--- src/rtl/ptpc_pkg.sv ---
// Shared types, codes and constants for the precision time clock block.
// Used by the channel interfaces and every module of the block; depends on nothing.
`timescale 1ns / 1ps

package ptpc_pkg;

    // Default values of the top-level parameters.
    localparam int PPB_FRACTION_BITS_DEF = 16;
    localparam int ELAPSED_WIDTH_DEF     = 32;

    // Field widths of the channels.
    localparam int MODE_W      = 2;
    localparam int TICK_NS_W   = 32;
    localparam int OFFSET_W    = 48;
    localparam int FREQ_W      = 48;
    localparam int EFF_W       = 49;
    localparam int TIME_W      = 64;
    localparam int CFG_INDEX_W = 1;
    localparam int CFG_DATA_W  = 48;

    // Operation codes carried in the mode field.
    localparam logic [MODE_W-1:0] MODE_TICK     = 2'd0;
    localparam logic [MODE_W-1:0] MODE_ADJ_TIME = 2'd1;
    localparam logic [MODE_W-1:0] MODE_ADJ_FREQ = 2'd2;
    localparam logic [MODE_W-1:0] MODE_RESET    = 2'd3;

    // Configuration register indexes.
    localparam logic [CFG_INDEX_W-1:0] CFG_ENABLED    = 1'd0;
    localparam logic [CFG_INDEX_W-1:0] CFG_BASE_DRIFT = 1'd1;

    // Depth of the queue between front and back.
    localparam int QUEUE_DEPTH = 4;

    // Quotient bits resolved per stage of the divide-by-one-billion pipeline.
    localparam int DIV_BITS_PER_STAGE = 4;

    // Saturation limits of the frequency correction.
    localparam logic signed [FREQ_W-1:0] FREQ_MAX = {1'b0, {(FREQ_W-1){1'b1}}};
    localparam logic signed [FREQ_W-1:0] FREQ_MIN = {1'b1, {(FREQ_W-1){1'b0}}};

    // Work the back end has to do for one item.
    typedef enum logic [2:0] {
        OP_HOLD,
        OP_TICK,
        OP_STEP,
        OP_SLEW,
        OP_CLEAR
    } t_op;

    // Queue entry: classified item with the frequency correction after it.
    typedef struct packed {
        t_op                        op;
        logic [TICK_NS_W-1:0]       elapsed;
        logic signed [OFFSET_W-1:0] offset;
        logic signed [FREQ_W-1:0]   freq;
    } t_entry;

    // Job carried alongside the scaling pipeline.
    typedef struct packed {
        t_op                        op;
        logic signed [OFFSET_W-1:0] offset;
        logic signed [EFF_W-1:0]    eff;
    } t_job;

endpackage

--- src/rtl/ptpc_queue.sv ---
// Short first-in first-out queue of classified items between front and back.
// Depends on ptpc_pkg for the entry type and depth.
`timescale 1ns / 1ps

module ptpc_queue (
    input  logic               i_clk,
    input  logic               i_rst_n,
    input  logic               i_push,
    input  ptpc_pkg::t_entry   i_entry,
    output logic               o_ready,
    output logic               o_valid,
    output ptpc_pkg::t_entry   o_entry,
    input  logic               i_pop
);

    localparam int DEPTH = ptpc_pkg::QUEUE_DEPTH;
    localparam int PTR_W = $clog2(DEPTH);
    localparam int CNT_W = $clog2(DEPTH + 1);

    ptpc_pkg::t_entry  r_mem [0:DEPTH-1];
    logic [PTR_W-1:0]  r_wr;
    logic [PTR_W-1:0]  r_rd;
    logic [CNT_W-1:0]  r_count;
    logic              wr_en;
    logic              rd_en;

    assign o_ready = (r_count != CNT_W'(DEPTH));
    assign o_valid = (r_count != '0);
    assign o_entry = r_mem[r_rd];
    assign wr_en   = i_push && o_ready;
    assign rd_en   = i_pop && o_valid;

    // Pointers and fill level.
    always_ff @(posedge i_clk) begin
        if (!i_rst_n) begin
            r_wr    <= '0;
            r_rd    <= '0;
            r_count <= '0;
        end else begin
            if (wr_en) begin
                r_wr <= (r_wr == PTR_W'(DEPTH - 1)) ? '0 : r_wr + 1'b1;
            end
            if (rd_en) begin
                r_rd <= (r_rd == PTR_W'(DEPTH - 1)) ? '0 : r_rd + 1'b1;
            end
            if (wr_en && !rd_en) begin
                r_count <= r_count + 1'b1;
            end else if (rd_en && !wr_en) begin
                r_count <= r_count - 1'b1;
            end
        end
    end

    // Entry storage.
    always_ff @(posedge i_clk) begin
        if (wr_en) begin
            r_mem[r_wr] <= i_entry;
        end
    end

endmodule

--- config.mk ---
export PLATFORM = sky130hd
export DESIGN_NAME = ptpc_queue
export DESIGN_NICKNAME = d
export VERILOG_FILES = /design/src/rtl/ptpc_pkg.sv /design/src/rtl/ptpc_queue.sv
export SDC_FILE = /design/constraint.sdc
export NUM_CORES = 1
export LEC_CHECK = 0
export BUFFER_PORTS_ARGS = -buffer_cell sky130_fd_sc_hd__buf_2
export CAP_MARGIN = 5
export CORE_MARGIN = 1.5
export CORE_UTILIZATION = 30
export DETAILED_ROUTE_END_ITERATION = 12
export SYNTH_ARGS = -nofsm -noshare
export SYNTH_HDL_FRONTEND = slang
export SYNTH_SLANG_ARGS = --single-unit
export TNS_END_PERCENT = 10
--- constraint.sdc ---
create_clock -name i_clk -period 3.3 [get_ports i_clk]
set_clock_uncertainty 0.05 [all_clocks]
set_input_delay 0.495 -clock i_clk [delete_from_list [all_inputs] [get_ports i_clk]]
set_output_delay 0.495 -clock i_clk [all_outputs]
set_load 0.01 [all_outputs]
==> results.json <==
{
  "wirelength_um": 39400,
  "root_buffer": "clkbuf_16",
  "cts.sinks": 533,
  "syn_area_sq_um": 19400,
  "finalHoldViolations": 0,
  "area.growth.synth_to_final_pct": 23.3,
  "track_usage_pct": 12.0,
  "synth_top_area_share_pct": 81.2,
  "hold_buffers": 0,
  "async_flop_share_pct": 0,
  "core_area_sq_um": 64100,
  "grt_setup_unrepaired": "false",
  "cpLargestDelayFamily": "flip-flops",
  "relSlewSlack_pct": 49.7,
  "drc": 0,
  "hp-start": "i_entry[56]",
  "seq_area_frac_synth_pct": 82.1,
  "run_status": "finished, final reports clean",
  "power_density_nw_per_um2": 775,
  "fill_cells": 5844,
  "regToRegSetupSlack_ns": 0.81,
  "ant_nets": 0,
  "ys_warn_count": 0,
  "start_util_pct": 30.2,
  "fin_crit_ns": 2.94,
  "clk_pin_slew_worst_paths_ns": 0.06,
  "grt_max_degree": 73,
  "vias_per_cell": 4.46,
  "fin_crit_sh_pct": 89.1,
  "diodes": 0,
  "vias": 8770,
  "dp_hpwl_um": 24100,
  "critPathKind": "reg -> out",
  "critPathCaptureType": "primary output",
  "max_freq_mhz": 340,
  "fp.dieArea_sq_um": 66100,
  "ir_drop_mv": 0.562,
  "hold_ws_ns": 0.0631,
  "required_ns": 2.75,
  "grt_pass1_vias": 9446,
  "post_cts_buffers": 0,
  "synth_ff_type": "edfxtp_1",
  "slew_violations": 0,
  "critPathArrivalTime_ns": 2.40,
  "slowest_delay_ns": 0.74,
  "yosysUniqueCellTypes": 27,
  "crit_buf_inv": 2,
  "die_w_um": 257,
  "drive_gt1_share_pct": 47.2,
  "regArea_sq_um": 15900,
  "post_drt_wl_per_cell_um": 20.1,
  "worstSkewPairLatency_ns": 0.59,
  "cts_tree": "yes",
  "grt_pass1_wl_um": 59200,
  "synth.most_common_cell": "edfxtp_1",
  "yosysTopAreaCell": "edfxtp_1",
  "tns_ns": 0,
  "finalNetCount": 1206,
  "leakagePower_nw": 7.89,
  "fin_area_sq_um": 23900,
  "htreeDepth": 2,
  "r2r-start": "r_count[0]",
  "worst_slack_ns": 0.359,
  "synthCells": 736,
  "dr.pass1.iters": 5,
  "worst_setup_path_start_kind": "flip-flop",
  "crit_path_cell_trace": "buf_4 > mux4_2 > buf_2",
  "multiInputGateArea_sq_um": 3250,
  "synth_seq_cells": 533,
  "port_buffers": 267,
  "gp_congestion": 0.701,
  "drt_iter0_drc": 517,
  "rows": 93,
  "syn-mean-instance-area_sq_um": 26.3,
  "synthTopCellsByArea": "edfxtp_1 (81%), mux4_2 (15%), dfxtp_1 (0.93%), buf_6 (0.58%), buf_2 (0.39%)",
  "post-place-ws_ns": 0.821,
  "die_height_um": 257,
  "cts_max_path_buffers": 3,
  "hold_path.class": "in -> reg",
  "crit_fanout": 24,
  "maxCapViolCount": 0,
  "cts_resized": 0,
  "syn-num-nets": 878,
  "antenna_found_initial": 5,
  "setup_violations": 0,
  "crit_slowest_cell": "dfxtp_4",
  "ios": 268,
  "tightest_slew_ns": 0.755,
  "overflow": 0,
  "numCtsBuffers": 56,
  "synth_edf_count": 524,
  "synth_common_cells": "edfxtp_1 (524), mux4_2 (131), buf_2 (15), buf_6 (10), dfxtp_1 (9)",
  "dpl-instance-area_sq_um": 22000
}
power breakdown:
| part | internal, mW | switching (mW) | total [mW] |
|---|---|---|---|
| Sequential | 8.20 | 0.262 | 8.46 |
| Clock | 3.80 | 2.53 | 6.32 |
| Combinational | 1.79 | 1.96 | 3.75 |
path summary, 6_finish.rpt:
path	endpoint	cells after the start
max	o_entry[12]	3
min	r_mem[3][56]	1
max reg2reg	r_count[2]	7
min reg2reg	r_wr[1]	2
placed cells by master, fill, tap and decap left out:
master and count:
or3_2 2, and2_1 1, clkinv_4 4, mux4_2 131, edfxtp_1 524, ha_1 6
a21boi_0 1, buf_2 267, clkinv_1 9, buf_12 15, mux2i_1 2, buf_4 20
clkinvlp_4 2, nand4_1 1, nand3_1 2, nor2_1 2, or3b_1 1, nand2_1 5
and3_4 4, inv_6 3, o21ai_0 4, dfxtp_4 2, clkbuf_1 13, dfxtp_1 7
inv_1 3, and2_4 1, nor2b_1 1, o31ai_1 1, xor2_1 1, fa_1 1
clkbuf_16 57, clkinv_2 8, bufinv_16 8, xnor2_1 1
layer usage:
layer | vias up | part of all wire [%] | GRT usage (%) | wire (um)
met4 | 8 | 2.7 | 4.12 | 1050
met2 | 230 | 49 | 19.7 | 19400
met1 | 4606 | 42 | 15.4 | 16400
met5 | - | 0.13 | 0 | 53
met3 | 77 | 6.3 | 3.06 | 2470
li1 | 3849 | - | - | -
registers in the layout, summed over array words and instances, names as in the netlist, named ones only:
register,cells
r_count,3
r_mem,524
r_rd,2
r_wr,2
cell families after synthesis:
kind of cell | synth area share [%]
AOI/OAI and AO/OA | 0.181
xor gates and xnor gates | 0.0904
adders and majority gates | 0.491
buffers and inverters | 1.21
DFF | 82.1
muxes | 15.3
and+or+nand+nor | 0.607
stage by stage:
stage / util (%) / cells / power (mW)
floorplan: - / 736 / 10.9
global placement: 34.4 / 1861 / 12.4
detailed placement: 34.4 / 1861 / 12.5
CTS: 37.3 / 1965 / 18.9
global route: 37.3 / 1965 / 19.3
finish: 37.3 / 1965 / 18.5
cell type report:
cell class | count | area share (%)
Multi-Input combinational cell | 168 | 13.6
Clock inverter | 34 | 1.63
Clock buffer | 70 | 6.17
Tap cell | 855 | 4.47
Inverter | 3 | 0.0471
Sequential cell | 533 | 66.6
Timing Repair Buffer | 302 | 7.47
worst reg2reg max path, cell delays in order, from the launching register on:
cell and delay, ns:
dfxtp_1 0.37, o31ai_1 0.53, ha_1 0.29, inv_1 0.06
fa_1 0.37, xor2_1 0.16, or3_2 0.42, a21boi_0 0.18
Power figures use the tool's default switching activity.
