[config.mk]
export PLATFORM = sky130hd
export DESIGN_NAME = ptpc_front_flat
export DESIGN_NICKNAME = d
export VERILOG_FILES = /design/src/rtl/ptpc_pkg.sv /design/src/rtl/ptpc_intf.sv /design/src/rtl/ptpc_front.sv /design/src/flat_wrapper.sv
export SDC_FILE = /design/constraint.sdc
export NUM_CORES = 1
export LEC_CHECK = 0
export BUFFER_PORTS_ARGS = -buffer_cell sky130_fd_sc_hd__clkbuf_2
export CAP_MARGIN = 20
export CORE_AREA = 2 2 143 145
export DETAILED_ROUTE_END_ITERATION = 7
export DIE_AREA = 0 0 145 147
export PLACE_DENSITY = 0.72
export SYNTH_ARGS = -nofsm -noshare
export SYNTH_HDL_FRONTEND = slang
export SYNTH_SLANG_ARGS = --single-unit
[constraint.sdc]
create_clock -name i_clk -period 4.7 [get_ports i_clk]
set_input_delay 0.235 -clock i_clk [delete_from_list [all_inputs] [get_ports i_clk]]
set_output_delay 0.235 -clock i_clk [all_outputs]
set_load 0.1 [all_outputs]
[src/rtl/ptpc_pkg.sv]
// Shared types, codes and constants for the precision time clock block.
// Used by the channel interfaces and every module of the block; depends on nothing.
`timescale 1ns / 1ps

package ptpc_pkg;

    // Default values of the top-level parameters.
    localparam int PPB_FRACTION_BITS_DEF = 16;
    localparam int ELAPSED_WIDTH_DEF     = 32;

    // Field widths of the channels.
    localparam int MODE_W      = 2;
    localparam int TICK_NS_W   = 32;
    localparam int OFFSET_W    = 48;
    localparam int FREQ_W      = 48;
    localparam int EFF_W       = 49;
    localparam int TIME_W      = 64;
    localparam int CFG_INDEX_W = 1;
    localparam int CFG_DATA_W  = 48;

    // Operation codes carried in the mode field.
    localparam logic [MODE_W-1:0] MODE_TICK     = 2'd0;
    localparam logic [MODE_W-1:0] MODE_ADJ_TIME = 2'd1;
    localparam logic [MODE_W-1:0] MODE_ADJ_FREQ = 2'd2;
    localparam logic [MODE_W-1:0] MODE_RESET    = 2'd3;

    // Configuration register indexes.
    localparam logic [CFG_INDEX_W-1:0] CFG_ENABLED    = 1'd0;
    localparam logic [CFG_INDEX_W-1:0] CFG_BASE_DRIFT = 1'd1;

    // Depth of the queue between front and back.
    localparam int QUEUE_DEPTH = 4;

    // Quotient bits resolved per stage of the divide-by-one-billion pipeline.
    localparam int DIV_BITS_PER_STAGE = 4;

    // Saturation limits of the frequency correction.
    localparam logic signed [FREQ_W-1:0] FREQ_MAX = {1'b0, {(FREQ_W-1){1'b1}}};
    localparam logic signed [FREQ_W-1:0] FREQ_MIN = {1'b1, {(FREQ_W-1){1'b0}}};

    // Work the back end has to do for one item.
    typedef enum logic [2:0] {
        OP_HOLD,
        OP_TICK,
        OP_STEP,
        OP_SLEW,
        OP_CLEAR
    } t_op;

    // Queue entry: classified item with the frequency correction after it.
    typedef struct packed {
        t_op                        op;
        logic [TICK_NS_W-1:0]       elapsed;
        logic signed [OFFSET_W-1:0] offset;
        logic signed [FREQ_W-1:0]   freq;
    } t_entry;

    // Job carried alongside the scaling pipeline.
    typedef struct packed {
        t_op                        op;
        logic signed [OFFSET_W-1:0] offset;
        logic signed [EFF_W-1:0]    eff;
    } t_job;

endpackage

[src/rtl/ptpc_intf.sv]
// Valid/ready channel interfaces of the precision time clock block.
// Depends on ptpc_pkg for the field widths.
`timescale 1ns / 1ps

// Input item channel.
interface ptpc_in_if;
    logic                                      valid;
    logic                                      ready;
    logic [ptpc_pkg::MODE_W-1:0]               mode;
    logic [ptpc_pkg::TICK_NS_W-1:0]            tick_ns;
    logic signed [ptpc_pkg::OFFSET_W-1:0]      step_ns;
    logic signed [ptpc_pkg::FREQ_W-1:0]        freq_step_q16;

    modport source (output valid, mode, tick_ns, step_ns, freq_step_q16, input ready);
    modport sink   (input valid, mode, tick_ns, step_ns, freq_step_q16, output ready);
endinterface


// Configuration write channel.
interface ptpc_cfg_if;
    logic                                valid;
    logic                                ready;
    logic [ptpc_pkg::CFG_INDEX_W-1:0]    index;
    logic [ptpc_pkg::CFG_DATA_W-1:0]     data;

    modport source (output valid, index, data, input ready);
    modport sink   (input valid, index, data, output ready);
endinterface

[src/rtl/ptpc_front.sv]
// Front end: configuration registers, item classification and the frequency correction.
// Depends on ptpc_pkg and the channel interfaces in ptpc_intf.sv.
`timescale 1ns / 1ps

module ptpc_front (
    input  logic                                  i_clk,
    input  logic                                  i_rst_n,
    ptpc_in_if.sink                               i_item,
    ptpc_cfg_if.sink                              i_cfg,
    input  logic                                  i_q_ready,
    output logic                                  o_push,
    output ptpc_pkg::t_entry                      o_entry,
    output logic signed [ptpc_pkg::FREQ_W-1:0]    o_base_drift
);

    logic                                  r_enabled;
    logic signed [ptpc_pkg::FREQ_W-1:0]    r_base;
    logic signed [ptpc_pkg::FREQ_W-1:0]    r_freq;
    logic signed [ptpc_pkg::FREQ_W-1:0]    n_freq;
    logic signed [ptpc_pkg::FREQ_W:0]      freq_sum;
    ptpc_pkg::t_op                         op;
    logic                                  accept;

    // Configuration writes are always taken.
    assign i_cfg.ready = 1'b1;

    always_ff @(posedge i_clk) begin
        if (!i_rst_n) begin
            r_enabled <= 1'b1;
            r_base    <= '0;
        end else if (i_cfg.valid) begin
            if (i_cfg.index == ptpc_pkg::CFG_ENABLED) begin
                r_enabled <= i_cfg.data[0];
            end else begin
                r_base <= i_cfg.data;
            end
        end
    end

    // Classify the item and work out the frequency correction it leaves behind.
    assign freq_sum = $signed({i_item.freq_step_q16[ptpc_pkg::FREQ_W-1], i_item.freq_step_q16})
                    + $signed({r_freq[ptpc_pkg::FREQ_W-1], r_freq});

    always_comb begin
        n_freq = r_freq;
        op     = ptpc_pkg::OP_HOLD;
        unique case (i_item.mode)
            ptpc_pkg::MODE_RESET: begin
                op     = ptpc_pkg::OP_CLEAR;
                n_freq = '0;
            end
            ptpc_pkg::MODE_TICK: begin
                if (r_enabled) begin
                    op = ptpc_pkg::OP_TICK;
                end
            end
            ptpc_pkg::MODE_ADJ_TIME: begin
                if (r_enabled) begin
                    op = ptpc_pkg::OP_STEP;
                end
            end
            ptpc_pkg::MODE_ADJ_FREQ: begin
                if (r_enabled) begin
                    op = ptpc_pkg::OP_SLEW;
                    // Saturate when the sum leaves the 48-bit range.
                    if (freq_sum[ptpc_pkg::FREQ_W] != freq_sum[ptpc_pkg::FREQ_W-1]) begin
                        n_freq = freq_sum[ptpc_pkg::FREQ_W] ? ptpc_pkg::FREQ_MIN
                                                            : ptpc_pkg::FREQ_MAX;
                    end else begin
                        n_freq = freq_sum[ptpc_pkg::FREQ_W-1:0];
                    end
                end
            end
        endcase
    end

    assign accept       = i_item.valid && i_q_ready;
    assign i_item.ready = i_q_ready;
    assign o_push       = i_item.valid;
    assign o_base_drift = r_base;

    always_comb begin
        o_entry.op      = op;
        o_entry.elapsed = i_item.tick_ns;
        o_entry.offset  = i_item.step_ns;
        o_entry.freq    = n_freq;
    end

    // The correction advances with each accepted transaction, in item order.
    always_ff @(posedge i_clk) begin
        if (!i_rst_n) begin
            r_freq <= '0;
        end else if (accept) begin
            r_freq <= n_freq;
        end
    end

endmodule

[src/flat_wrapper.sv]
// flat-port wrapper written by rule: the top's interface ports become plain ports
module ptpc_front_flat 
  (i_clk, i_rst_n, i_q_ready, o_push, o_entry, o_base_drift, i_item_valid, i_item_mode, i_item_tick_ns, i_item_step_ns, i_item_freq_step_q16, i_item_ready, i_cfg_valid, i_cfg_index, i_cfg_data, i_cfg_ready);
  ptpc_in_if i_item_i ();
  ptpc_cfg_if i_cfg_i ();
  input  logic i_clk;
  input  logic i_rst_n;
  input  logic i_q_ready;
  output logic o_push;
  output ptpc_pkg::t_entry o_entry;
  output logic signed [ptpc_pkg::FREQ_W-1:0] o_base_drift;
  input wire logic [$bits(i_item_i.valid)-1:0] i_item_valid;
  input wire logic [$bits(i_item_i.mode)-1:0] i_item_mode;
  input wire logic [$bits(i_item_i.tick_ns)-1:0] i_item_tick_ns;
  input wire logic [$bits(i_item_i.step_ns)-1:0] i_item_step_ns;
  input wire logic [$bits(i_item_i.freq_step_q16)-1:0] i_item_freq_step_q16;
  output wire logic [$bits(i_item_i.ready)-1:0] i_item_ready;
  input wire logic [$bits(i_cfg_i.valid)-1:0] i_cfg_valid;
  input wire logic [$bits(i_cfg_i.index)-1:0] i_cfg_index;
  input wire logic [$bits(i_cfg_i.data)-1:0] i_cfg_data;
  output wire logic [$bits(i_cfg_i.ready)-1:0] i_cfg_ready;
  assign i_item_i.valid = i_item_valid;
  assign i_item_i.mode = i_item_mode;
  assign i_item_i.tick_ns = i_item_tick_ns;
  assign i_item_i.step_ns = i_item_step_ns;
  assign i_item_i.freq_step_q16 = i_item_freq_step_q16;
  assign i_item_ready = i_item_i.ready;
  assign i_cfg_i.valid = i_cfg_valid;
  assign i_cfg_i.index = i_cfg_index;
  assign i_cfg_i.data = i_cfg_data;
  assign i_cfg_ready = i_cfg_i.ready;
  ptpc_front u_core (.i_clk(i_clk), .i_rst_n(i_rst_n), .i_item(i_item_i), .i_cfg(i_cfg_i), .i_q_ready(i_q_ready), .o_push(o_push), .o_entry(o_entry), .o_base_drift(o_base_drift));
endmodule
==> reports/metrics.cfg <==
[status]
outcome = finished, final reports clean

[clock_network]
cts_sinks = 97
htree_levels = 3
ctsHoldBuffers = 0
clock_latency_ns = 0.35
cts_tree = built
clockBufferDepth = 2
cts_made_buffers = 9
clock-root-buffer = clkbuf_16
clk_pin_slew_ns = 0.08

[final_layout]
fin_nets = 1449
layout_commonest_cell = a21oi_1
area_growth_pct = 17.7
antennaDiodeCount = 0
fin_cells = 1491
fillers = 1896
drive_gt1_frac = 0.216
design_area_um2 = 9730
register_area_um2 = 1940
final_cell_mix = 186 x a21oi_1, 174 x nand2_1, 158 x clkbuf_2
multiInputGateArea_um2 = 5260

[detailed_routing]
wl_per_cell_um = 17.7
drt-initial-drc-count = 574
via_count = 8635
drt-pass1-iter-count = 5
routed_wl_um = 26300
drc = 0
viasPerCell = 5.79
final_antenna_net_count = 0

[timing]
period_share = 0.956
skew_ns = 0.0136
hold_ws_ns = 0.0939
setup_violations = 0
rsz0062_at_grt = false
max_slew_margin = 0.496
fmax_ghz = 0.223
worstMarginPinSlew_ns = 0.748
period_needed_ns = 4.49
final.setup.tns_ns = 0
hold_viol = 0
slew_violations = 0

[synth]
ys_warn_count = 0
synth_simple_gate_area_frac = 0.159
synth_seq_area_share = 0.235
synthFlopType = dfxtp_1
synth_top_family_by_area = compound AO/OA/AOI/OAI gates
synth_fp_nets = 1381
synth_xor_area_frac = 0.0475
synthMuxAreaShare = 0.00257
ys_seq_elements = 97
synthAdderAreaFrac = 0.0751
ys_types = 81
synth-edff-count = 0
async_reset_ff_frac = 0
postSynthAreaPerCell_um2 = 7.20
synth_area_um2 = 8270
synth_compound_area_frac = 0.350
postSynthCellCount = 1148

[place]
numPlacedInstances = 1474
dpl.hpwl_um = 19700
dpl-instance-area_um2 = 9400
port_buffers = 204
globalplace.congestion = 0.961

[setup_path]
cp-start-kind = flop
cp.required_ns = 4.47
r2r_cells = 14
r2r-start = u_core.r_freq[0]
r2r_end = u_core.r_freq[42]
cpMaxStageDelayCell = a31oi_1
path_cells = ha_1 > a21o_1 > a211o_1 > o21ai_1 > o21ai_0 > buf_4 > a31oi_1 > o31a_1 > mux2i_1 > o211ai_1 > nand2_1 > a21oi_1 > buf_12
reg2reg_setup_slack_ns = 0.95
end_kind = output port
crit_type = flop to output port
crit_path_max_fanout = 4
crit_path_max_incr_delay_ns = 0.50
critical_path_arrival_ns = 4.26

[die]
die_y_um = 147
die_x_um = 145
rows = 52
initial_core_util = 0.417
die_area_um2 = 21300
io_pins = 366
core_um2 = 19800

[global_route]
overflow = 0
grtUsageMet2 = 0.416
grt_pass1_wl_um = 42000
track_usage = 0.240
grt_pass1_vias = 8362
grt_max_degree = 57
use_met1 = 0.286
antenna_found_initial = 1
grt-busiest-layer = met2
grtUsageMet3 = 0.0537

[hold_path]
hold_class = input pin to flop
hp-start = i_cfg_data[26]
min_path_cells = 3
hold_end = u_core.o_base_drift[26]

[pwr]
p_total_mw = 2.68
power_density_nw_per_um2 = 275
ir_drop_v = 0.000172
total_leakage_power_nw = 4.09

[flow_run]
maxCapViolCount = 0

==> synthesized netlist by cell type, drive strengths merged (3+ instances only) <==
master | number | area [um2]
or3 | 3 | 23.8
o221ai | 3 | 26.3
a211oi | 7 | 62.6
nor3 | 9 | 50.1
a311o | 4 | 41.3
dfxtp | 97 | 1940
clkbuf | 48 | 180
a21oi | 190 | 955
a22oi | 4 | 30.0
buf | 114 | 820
nand4 | 11 | 75.1
o2111ai | 5 | 43.8
inv | 22 | 82.6
a31oi | 12 | 90.1
xor2 | 17 | 149
xnor2 | 27 | 244
o22ai | 24 | 150
o21bai | 7 | 52.6
a211o | 3 | 26.3
o21ai | 99 | 511
o21a | 33 | 248
a21o | 23 | 173
and2 | 3 | 18.8
a2111oi | 3 | 52.6
and3 | 7 | 43.8
nand2 | 174 | 653
nor2 | 54 | 203
o211ai | 21 | 158
or2 | 4 | 25.0
ha | 48 | 601
nand2b | 7 | 43.8
o31ai | 7 | 52.6
nand3 | 21 | 105
==> timing repair <==
action                                  in CTS  in global routing
setup buffers                                0                  1
endpoints found under the setup margin       0                 31
gates resized for setup                      0                 14
==> where the power goes <==
| group | switching (mW) | internal [mW] | leakage, nW |
|---|---|---|---|
| Clock | 0.373 | 0.372 | 0.140 |
| Sequential | 0.0186 | 0.851 | 0.788 |
| Combinational | 0.758 | 0.307 | 3.16 |
| Total | 1.15 | 1.53 | 4.09 |
==> cells by family (layout without fill, tap and decap cells) <==
| kind of cell | after synthesis | in the layout |
|---|---|---|
| flip-flops | 97 | 97 |
| AND/OR/NAND/NOR | 302 | 302 |
| multiplexers | 2 | 2 |
| AO/OA/AOI/OAI | 468 | 468 |
| other | 1 | 1 |
| buffers and inverters | 185 | 258 |
| XOR/XNOR | 44 | 44 |
| adder cells (fa/ha/maj) | 49 | 49 |
==> worst max-delay path: cells and delay by family (launching register included) <==
family | cells | cell delay, ns
DFF | 1 | 0.34
adders and majority gates | 1 | 0.33
muxes | 1 | 0.14
and+or+nand+nor | 1 | 0.13
AOI/OAI and AO/OA | 8 | 2.55
buffers and inverters | 2 | 0.41
==> flip-flops by register name, indices dropped and copies added, names as in the netlist <==
register	flops
u_core.r_enabled	1
u_core.o_base_drift	48
u_core.r_freq	48
==> worst max path at each step <==
stage | start | to | slack, ns | cells past startpoint
after floorplan | u_core.r_freq[0] | o_entry[10] | 0.05 | 15
after global placement | i_item_freq_step_q16[0] | o_entry[13] | 0.52 | 16
after detailed placement | u_core.r_freq[0] | o_entry[13] | 0.47 | 15
after CTS | u_core.r_freq[0] | o_entry[13] | 0.07 | 15
after global routing | u_core.r_freq[0] | o_entry[46] | 0.05 | 15
final | u_core.r_freq[5] | o_entry[46] | 0.21 | 13
==> stage by stage <==
step / worst slack (ns) / util
2_1_floorplan: 0.0464 / -
3_3_place_gp: 0.521 / 0.474
3_5_place_dp: 0.474 / 0.474
4_1_cts: 0.0684 / 0.488
5_1_grt: 0.0536 / 0.490
6_report: 0.208 / 0.490
==> layer usage <==
metal,share of wire,routed length (um)
met1,0.40,10600
met2,0.48,12600
met4,0.034,907
met5,0.00042,11
met3,0.082,2150
==> cell type report <==
type                    instances  area share
flip-flops and latches         97       0.200
multi-input cells             866       0.540
clock buffers                   9      0.0231
clock inverters                 7     0.00630
repair buffers                219       0.187
well taps                     270      0.0347
inverters                      23     0.00887
(Power assumes the default switching activity.)
